File: src/rtl/breathing_alpha_envelope_assert.svh
// assertion macros for the breathing alpha envelope
`ifndef BREATHING_ALPHA_ENVELOPE_ASSERT_SVH
`define BREATHING_ALPHA_ENVELOPE_ASSERT_SVH

// same-cycle implication, checked out of reset
`define BAE_ASSERT_NOW(lbl, ante, cons) \
  lbl: assert property (@(posedge clk_i) disable iff (!rst_ni) (ante) |-> (cons)) \
    else $error("breathing_alpha_envelope: check failed");

// next-cycle implication, checked out of reset
`define BAE_ASSERT_NEXT(lbl, ante, cons) \
  lbl: assert property (@(posedge clk_i) disable iff (!rst_ni) (ante) |=> (cons)) \
    else $error("breathing_alpha_envelope: check failed");

`endif

File: src/rtl/bae_pkg.sv
// shared widths, register indexes and defaults of the breathing alpha envelope
package bae_pkg;

  localparam int unsigned PHASE_BITS_DEF = 10;

  localparam int unsigned ELAPSED_W = 16;
  localparam int unsigned PERIOD_W  = 32;
  localparam int unsigned ALPHA_W   = 8;
  localparam int unsigned CFG_IDX_W = 2;
  localparam int unsigned CFG_DW    = 32;
  localparam int unsigned MAG_W     = 8;
  localparam int unsigned LEVEL_W   = 9;

  localparam logic [PERIOD_W-1:0] PERIOD_RESET = 32'd10000;
  localparam logic [ALPHA_W-1:0]  PEAK_RESET   = 8'd0;
  localparam logic [MAG_W-1:0]    MAG_MAX      = 8'd128;
  localparam logic [LEVEL_W-1:0]  LEVEL_MID    = 9'd128;

  localparam logic [CFG_IDX_W-1:0] REG_PERIOD_MS  = 2'd0;
  localparam logic [CFG_IDX_W-1:0] REG_PEAK_ALPHA = 2'd1;

endpackage

File: src/rtl/bae_level_rom.sv
// quarter-wave cosine table with registered read, folded to the envelope level
module bae_level_rom
  import bae_pkg::*;
#(
  parameter int unsigned PHASE_BITS = PHASE_BITS_DEF
) (
  input  logic                  clk_i,
  input  logic                  rd_en_i,
  input  logic [PHASE_BITS-1:0] phase_i,
  output logic [LEVEL_W-1:0]    level_o
);

  localparam int unsigned QSTEPS = 1 << (PHASE_BITS - 2);
  localparam int unsigned IDX_W  = PHASE_BITS - 1;
  localparam logic [63:0] Q62_ONE     = 64'h4000000000000000;
  localparam logic [63:0] Q62_HALF_PI = 64'h6487ED5110B4611A;

  typedef logic [MAG_W-1:0] mag_tab_t [QSTEPS+1];

  // floor(a * b / 2^62)
  function automatic logic [63:0] mul_q62(input logic [63:0] a, input logic [63:0] b);
    logic [127:0] p;
    p = {64'd0, a} * {64'd0, b};
    return p[125:62];
  endfunction

  // restoring long division for the table build
  function automatic logic [63:0] div_u64(input logic [63:0] num, input logic [63:0] den);
    logic [64:0] rem;
    logic [63:0] quo;
    rem = '0;
    quo = '0;
    for (int i = 63; i >= 0; i--) begin
      rem = {rem[63:0], num[i]};
      if (rem >= {1'b0, den}) begin
        rem    = rem - {1'b0, den};
        quo[i] = 1'b1;
      end
    end
    return quo;
  endfunction

  // cos or sin of an angle in 0..pi/4, Q2.62 taylor series
  function automatic logic [63:0] series_q62(input logic [63:0] x, input logic is_sine);
    logic [63:0] x2;
    logic [63:0] term;
    logic [63:0] total;
    logic [63:0] d;
    x2    = mul_q62(x, x);
    term  = is_sine ? x : Q62_ONE;
    total = term;
    for (int n = 1; n <= 24; n++) begin
      if (term != 64'd0) begin
        d = is_sine ? 64'((2 * n) * (2 * n + 1)) : 64'((2 * n - 1) * (2 * n));
        term = div_u64(mul_q62(term, x2), d);
        if (n[0]) begin
          total = total - term;
        end else begin
          total = total + term;
        end
      end
    end
    return total;
  endfunction

  function automatic logic [MAG_W-1:0] quarter_mag(input int unsigned r);
    logic [63:0] frac;
    logic [63:0] c;
    if (r <= (QSTEPS >> 1)) begin
      frac = 64'(r) << (62 - (PHASE_BITS - 2));
      c    = series_q62(mul_q62(Q62_HALF_PI, frac), 1'b0);
    end else begin
      frac = 64'(QSTEPS - r) << (62 - (PHASE_BITS - 2));
      c    = series_q62(mul_q62(Q62_HALF_PI, frac), 1'b1);
    end
    return c[62:55];
  endfunction

  function automatic mag_tab_t build_mag_tab();
    mag_tab_t t;
    for (int unsigned r = 0; r <= QSTEPS; r++) begin
      t[r] = quarter_mag(r);
    end
    return t;
  endfunction

  localparam mag_tab_t MagTab = build_mag_tab();

  logic [1:0]       quad;
  logic [IDX_W-1:0] r_idx;
  logic [IDX_W-1:0] rom_idx;
  logic [MAG_W-1:0] mag_q;
  logic [1:0]       quad_q;
  logic [MAG_W-1:0] mag_clip;

  assign quad    = phase_i[PHASE_BITS-1 -: 2];
  assign r_idx   = {1'b0, phase_i[PHASE_BITS-3:0]};
  assign rom_idx = quad[0] ? (IDX_W'(QSTEPS) - r_idx) : r_idx;

  always_ff @(posedge clk_i) begin
    if (rd_en_i) begin
      mag_q  <= MagTab[rom_idx];
      quad_q <= quad;
    end
  end

  assign mag_clip = (mag_q > MAG_MAX) ? MAG_MAX : mag_q;

  always_comb begin
    if (quad_q == 2'd0 || quad_q == 2'd3) begin
      level_o = LEVEL_MID - LEVEL_W'(mag_clip);
    end else begin
      level_o = LEVEL_MID + LEVEL_W'(mag_clip);
    end
  end

endmodule

File: src/rtl/breathing_alpha_envelope.sv
// top level of the breathing alpha envelope: position modulo, phase divide, table, scale
// a request runs through ST_MOD, ST_PHASE and ST_LOOK to ST_OUT, which waits until the output
// register is empty or not stalled; only one request is in flight at a time, as the
// shared 33-bit subtract unit runs 33 modulo steps then PHASE_BITS phase steps for it
// the next request is taken while an earlier result still waits in the output register
// reset: period 10000 ms, peak 0, position 0, no result pending; no clearing pass
`include "breathing_alpha_envelope_assert.svh"

module breathing_alpha_envelope
  import bae_pkg::*;
#(
  parameter int unsigned PHASE_BITS = PHASE_BITS_DEF
) (
  input  logic                 clk_i,
  input  logic                 rst_ni,
  input  logic                 cfg_we_i,
  input  logic [CFG_IDX_W-1:0] cfg_idx_i,
  input  logic [CFG_DW-1:0]    cfg_wdata_i,
  input  logic                 in_valid_i,
  output logic                 in_stall_o,
  input  logic [ELAPSED_W-1:0] elapsed_ms_i,
  output logic                 out_valid_o,
  input  logic                 out_stall_i,
  output logic [ALPHA_W-1:0]   alpha_o
);

  localparam int unsigned DIV_W     = PERIOD_W + 1;
  localparam int unsigned MOD_STEPS = DIV_W;
  localparam int unsigned CNT_W     = $clog2(MOD_STEPS);

  typedef enum logic [2:0] {
    ST_IDLE,
    ST_MOD,
    ST_PHASE,
    ST_LOOK,
    ST_OUT
  } state_e;

  state_e                state_q;
  logic [CNT_W-1:0]      cnt_q;
  logic [PERIOD_W-1:0]   period_q;
  logic [ALPHA_W-1:0]    peak_q;
  logic [PERIOD_W-1:0]   pos_q;
  logic [DIV_W-1:0]      div_q;
  logic [PERIOD_W-1:0]   rem_q;
  logic [PHASE_BITS-1:0] phase_q;
  logic                  out_valid_q;
  logic [ALPHA_W-1:0]    alpha_q;

  logic                  in_fire;
  logic                  out_fire;
  logic                  out_load;
  logic                  step_bit;
  logic [DIV_W-1:0]      trial;
  logic [DIV_W:0]        diff;
  logic                  ge;
  logic [PERIOD_W-1:0]   rem_d;
  logic [LEVEL_W-1:0]    level;
  logic [ALPHA_W+LEVEL_W-1:0] prod;

  assign in_stall_o  = (state_q != ST_IDLE);
  assign in_fire     = in_valid_i && !in_stall_o;
  assign out_fire    = out_valid_q && !out_stall_i;
  assign out_load    = (state_q == ST_OUT) && (!out_valid_q || !out_stall_i);
  assign out_valid_o = out_valid_q;
  assign alpha_o     = alpha_q;

  // shared restoring subtract step
  assign step_bit = (state_q == ST_MOD) ? div_q[DIV_W-1] : 1'b0;
  assign trial    = {rem_q, step_bit};
  assign diff     = {1'b0, trial} - {2'b00, period_q};
  assign ge       = !diff[DIV_W];
  assign rem_d    = ge ? diff[PERIOD_W-1:0] : trial[PERIOD_W-1:0];

  bae_level_rom #(
    .PHASE_BITS(PHASE_BITS)
  ) u_level_rom (
    .clk_i   (clk_i),
    .rd_en_i (state_q == ST_LOOK),
    .phase_i (phase_q),
    .level_o (level)
  );

  assign prod = {{LEVEL_W{1'b0}}, peak_q} * {{ALPHA_W{1'b0}}, level};

  always_ff @(posedge clk_i or negedge rst_ni) begin
    if (!rst_ni) begin
      period_q    <= PERIOD_RESET;
      peak_q      <= PEAK_RESET;
      pos_q       <= '0;
      state_q     <= ST_IDLE;
      cnt_q       <= '0;
      div_q       <= '0;
      rem_q       <= '0;
      phase_q     <= '0;
      alpha_q     <= '0;
      out_valid_q <= 1'b0;
    end else begin
      if (cfg_we_i) begin
        unique case (cfg_idx_i)
          REG_PERIOD_MS: begin
            if (cfg_wdata_i[PERIOD_W-1:0] != '0) begin
              period_q <= cfg_wdata_i[PERIOD_W-1:0];
            end
          end
          REG_PEAK_ALPHA: begin
            peak_q <= cfg_wdata_i[ALPHA_W-1:0];
          end
          default: begin
          end
        endcase
      end

      if (out_load) begin
        out_valid_q <= 1'b1;
      end else if (out_fire) begin
        out_valid_q <= 1'b0;
      end

      unique case (state_q)
        ST_IDLE: begin
          if (in_fire) begin
            div_q   <= {1'b0, pos_q} + DIV_W'(elapsed_ms_i);
            rem_q   <= '0;
            cnt_q   <= CNT_W'(MOD_STEPS - 1);
            state_q <= ST_MOD;
          end
        end
        ST_MOD: begin
          rem_q <= rem_d;
          div_q <= {div_q[DIV_W-2:0], 1'b0};
          if (cnt_q == '0) begin
            pos_q   <= rem_d;
            cnt_q   <= CNT_W'(PHASE_BITS - 1);
            state_q <= ST_PHASE;
          end else begin
            cnt_q <= cnt_q - 1'b1;
          end
        end
        ST_PHASE: begin
          rem_q   <= rem_d;
          phase_q <= {phase_q[PHASE_BITS-2:0], ge};
          cnt_q   <= cnt_q - 1'b1;
          if (cnt_q == '0) begin
            state_q <= ST_LOOK;
          end
        end
        ST_LOOK: begin
          state_q <= ST_OUT;
        end
        ST_OUT: begin
          if (out_load) begin
            alpha_q <= prod[ALPHA_W+LEVEL_W-2 -: ALPHA_W];
            state_q <= ST_IDLE;
          end
        end
        default: begin
          state_q <= ST_IDLE;
        end
      endcase
    end
  end

  `BAE_ASSERT_NEXT(a_pos_in_period, (state_q == ST_MOD) && (cnt_q == '0), pos_q < period_q)
  `BAE_ASSERT_NOW(a_rem_in_period, state_q == ST_PHASE, rem_q < period_q)
  `BAE_ASSERT_NOW(a_level_range, state_q == ST_OUT, !level[LEVEL_W-1] || (level[LEVEL_W-2:0] == '0))

endmodule

File: config.mk
export PLATFORM = sky130hd
export DESIGN_NAME = breathing_alpha_envelope
export DESIGN_NICKNAME = d
export VERILOG_FILES = /design/src/rtl/bae_pkg.sv /design/src/rtl/bae_level_rom.sv /design/src/rtl/breathing_alpha_envelope.sv
export VERILOG_INCLUDE_DIRS = /design/src /design/src/rtl
export SDC_FILE = /design/constraint.sdc
export NUM_CORES = 1
export LEC_CHECK = 0
export CAP_MARGIN = 20
export CORE_MARGIN = 2
export CORE_UTILIZATION = 55
export CTS_CLUSTER_DIAMETER = 40
export CTS_CLUSTER_SIZE = 28
export DETAILED_ROUTE_END_ITERATION = 10
export DONT_BUFFER_PORTS = 1
export GPL_ROUTABILITY_DRIVEN = 1
export GPL_TIMING_DRIVEN = 0
export PLACE_DENSITY = 0.7
export SETUP_SLACK_MARGIN = 0.4
export SLEW_MARGIN = 20
export SYNTH_ARGS = -nofsm -noshare
export SYNTH_HDL_FRONTEND = slang
export SYNTH_SLANG_ARGS = --single-unit
export TNS_END_PERCENT = 30
File: constraint.sdc
create_clock -name clk_i -period 8.17 [get_ports clk_i]
set_input_delay 2.451 -clock clk_i [delete_from_list [all_inputs] [get_ports clk_i]]
set_output_delay 2.451 -clock clk_i [all_outputs]
set_load 0.05 [all_outputs]
==> run metrics <==
status complete, no violations; Worst Tran Pin Value 1.060 ns; area grow syn2layout 7.252%; sequential area share after synthesis 32.13%; Boundary Pins 65; Hold Crit Class flip-flop to flip-flop; Reg-to-Reg Start u_level_rom.mag_q[7]; initial core utilization 56.43%; die area 0.02638 mm^2; Placed Area 0.01421 mm^2; layout cells sized above 1 9.852%; chip height 162.4 um; Peak VDD IR 207.9 uV; RSZ-0062 raised after global routing false; FP Rows 57; diode count 0; Fin Setup TNS 0 ns; Tot GR Track Use 27.68%; Worst Skew 0.01382 ns; initial antenna violation count 0; largest net degree at the start of global routing 166; global-route wire length before repair 58.32 mm; Post-CTS Setup Bufs 0; Post-synth EDFFs 10; hold depth 0; DRC 0; Top cell by count, worst path fa_1; Root Driver clkbuf_16; Worst Hold Launch phase_q[9]; CTS Buf Count 17; Comb power frac 58.9%; width of the die 162.4 um; Leak 6.665 nW; Antenna Nets Post-Route 0; Syn Nets 1714; cell area after layout 0.01480 mm^2; clock tree buffer depth 2; Iter 0 DRT Violations 1154; Detail Placement HPWL 26.72 mm; # clock sinks 175; syn avg cell area 9.075 um^2; fin crit share 76.27%; Final Hold Vio Count 0; NetSw 2.665 mW; Post-Syn Area 0.01380 mm^2; DRT Pass-1 Iters 6; IO Port Bufs 0; CP max FO 8; fraction of registers with async set/reset 94.29%; CP Capture Type flip-flop; post-route minimum period 6.231 ns; clock power share 14.6%; Int Pwr 3.089 mW; GPL Wtd Cong 0.9782; clock slew at reported path FFs 0.08 ns; PD cells 388.7 mW/mm^2; Buf/Inv on CP 3; crit start category flip-flop; WP data required 8.49 ns; Avg WL per Cell 18.84 um; aggregate routed wire length 35.35 mm; final net count 1733; sequential share of power 26.5%; cells along the critical path nor2b_1, inv_1, ha_1, nor2_1, nor2b_1, a221oi_1, and2_1, fa_1, fa_1, fa_1, inv_1, fa_1, inv_1, ha_1, a21o_1, a31o_2, a21oi_1, o21bai_2, a21oi_1, xor2_1, o21ai_1; final max-slew violation count 0; CORE AREA 0.02446 mm^2; Rel. slew slack 28.55%; hold buffer count at CTS 0; post-synthesis sequential element count 175; synth warn 0; CP max stage cell a221oi_1; crit-path leading delay family adder cells; # resized after CTS 0; Setup Viol. Count Final 0; reg2reg path depth 21; Remaining Overflow, GRT 0; sw frac 46.32%; Crit Path Category flip-flop to flip-flop; Main synth FF type dfrtp_1; CP arrival 6.55 ns; max frequency 160.5 MHz; R2R setup slack 1.94 ns; critical path's largest stage delay 0.78 ns; Post-Synthesis Cells 1521; CTS tree yes; Synth cell types 97; Worst-Skew Late Latency 0.45 ns; vias per inst 6.047; vias in the first global route 11015; Max Cap Viol 0; H-tree lvl count 4; Via Count 11350; Critical R2R Capture alpha_o[4]; Worst Hold Endpoint u_level_rom.quad_q[1]
[worst max path at each step]
| stage | from | to | slack [ns] | depth (start not counted) |
|---|---|---|---|---|
| finish | u_level_rom.mag_q[7] | alpha_o[4] | 1.94 | 21 |
| global route | u_level_rom.mag_q[7] | alpha_o[7] | 1.36 | 22 |
| CTS | u_level_rom.mag_q[7] | alpha_o[4] | 1.90 | 21 |
| detailed placement | u_level_rom.mag_q[7] | alpha_o[4] | 1.88 | 21 |
| global placement | u_level_rom.mag_q[7] | alpha_o[7] | 1.98 | 22 |
| floorplan | u_level_rom.mag_q[7] | alpha_o[4] | 2.72 | 21 |
[area by class of cell]
type | count | area [um^2]
buffer | 67 | 300.3
clock buffer | 20 | 456.7
clock inverter | 12 | 138.9
fill | 2147 | 9658
inverter | 111 | 416.7
multi-input combinational | 1168 | 8651
sequential | 175 | 4436
tap | 324 | 405.4
[routing by layer]
layer / vias up / share of wire, % / GRT usage [%]
li1: 5416 / - / -
met3: 50 / 6.7 / 4.227
met4: 0 / 1.5 / 6.677
met1: 5524 / 48 / 42.55
met5: - / 0 / 0
met2: 360 / 44 / 41.04
[cells in the mapped netlist (4+ instances only)]
cell | instances | share of area (%)
nor3_1 | 46 | 1.7
mux2_4 | 5 | 0.54
o21ai_0 | 121 | 4.4
nor2_1 | 81 | 2.2
dfstp_2 | 5 | 0.95
o21ai_2 | 4 | 0.25
a22oi_1 | 23 | 1.3
a221oi_1 | 9 | 0.57
nand3_1 | 35 | 1.3
a211oi_1 | 4 | 0.22
a21boi_0 | 4 | 0.22
clkbuf_1 | 46 | 1.3
nor3b_1 | 9 | 0.49
nand2_1 | 150 | 4.1
nand4_1 | 9 | 0.41
o21bai_1 | 9 | 0.49
ha_1 | 96 | 8.7
fa_1 | 42 | 6.1
nand3b_1 | 5 | 0.27
o211ai_1 | 14 | 0.76
a31oi_1 | 19 | 0.86
nor4_1 | 13 | 0.59
o21a_1 | 9 | 0.49
and2_1 | 50 | 2.3
dfrtp_1 | 160 | 29
a21oi_1 | 89 | 3.2
edfxtp_1 | 10 | 2.2
nand2b_1 | 8 | 0.36
inv_1 | 110 | 3.0
mux2_2 | 57 | 4.7
o21ai_1 | 11 | 0.40
nor2b_1 | 21 | 0.95
mux2i_1 | 23 | 1.7
xnor2_1 | 52 | 3.3
a22o_1 | 6 | 0.38
a21o_1 | 18 | 0.98
and3_1 | 15 | 0.68
or3_1 | 7 | 0.32
xor2_1 | 27 | 1.7
buf_2 | 12 | 0.44
[sequential cells by signal (all words and copies together) (netlist names)]
register / flops
alpha_o: 8
cnt_q: 6
div_q: 33
out_valid_o: 1
peak_q: 8
period_q: 32
phase_q: 10
pos_q: 32
rem_q: 32
state_q: 3
u_level_rom.mag_q: 8
u_level_rom.quad_q: 2
[metrics by stage]
step / hold slack [ns] / power (mW) / setup slack, ns / utilization (%) / cells
final: 0.4703 / 5.754 / 1.939 / 60.52 / 1877
after global routing: 0.4827 / 6.267 / 1.355 / 60.52 / 1877
after CTS: 0.4675 / 5.743 / 1.898 / 60.52 / 1877
after detailed placement: 0.4533 / 4.888 / 1.879 / 58.08 / 1845
after global placement: 0.4439 / 4.770 / 1.983 / 58.08 / 1845
after floorplan: 0.4211 / 4.083 / 2.723 / - / 1521
[cells in the final DEF (no fill, tap or decap), types with 6 or more instances in the layout]
master / n
dfrtp_1: 160
nand2_1: 150
o21ai_0: 121
inv_1: 110
ha_1: 96
a21oi_1: 89
nor2_1: 81
mux2_2: 57
xnor2_1: 52
and2_1: 50
clkbuf_1: 47
nor3_1: 46
fa_1: 42
nand3_1: 35
xor2_1: 27
mux2i_1: 23
a22oi_1: 23
nor2b_1: 21
a31oi_1: 19
a21o_1: 18
clkbuf_16: 17
and3_1: 15
o211ai_1: 14
nor4_1: 13
buf_2: 12
o21ai_1: 11
edfxtp_1: 10
a221oi_1: 9
nor3b_1: 9
nand4_1: 9
o21bai_1: 9
o21a_1: 9
nand2b_1: 8
or3_1: 7
a22o_1: 6
[power by group through the flow]
stage | Combinational, mW | Clock, mW | Sequential [mW]
2_1_floorplan | 2.65 | 0 | 1.43
3_3_place_gp | 3.25 | 0 | 1.52
3_5_place_dp | 3.36 | 0 | 1.53
4_1_cts | 3.38 | 0.846 | 1.52
5_1_grt | 3.82 | 0.881 | 1.56
6_report | 3.39 | 0.838 | 1.53
[cell families (layout without fill, tap and decap cells)]
logic type	count (synthesis)	after routing	synth area share (%)
adders and majority gates	138	138	14.79
buffers and inverters	178	210	5.194
and+or+nand+nor	469	469	16.83
AOI/OAI and AO/OA	393	393	18.57
DFF	175	175	32.13
xor gates and xnor gates	82	82	5.448
muxes	86	86	7.025
Note: power is estimated with default switching activity, not from simulation.
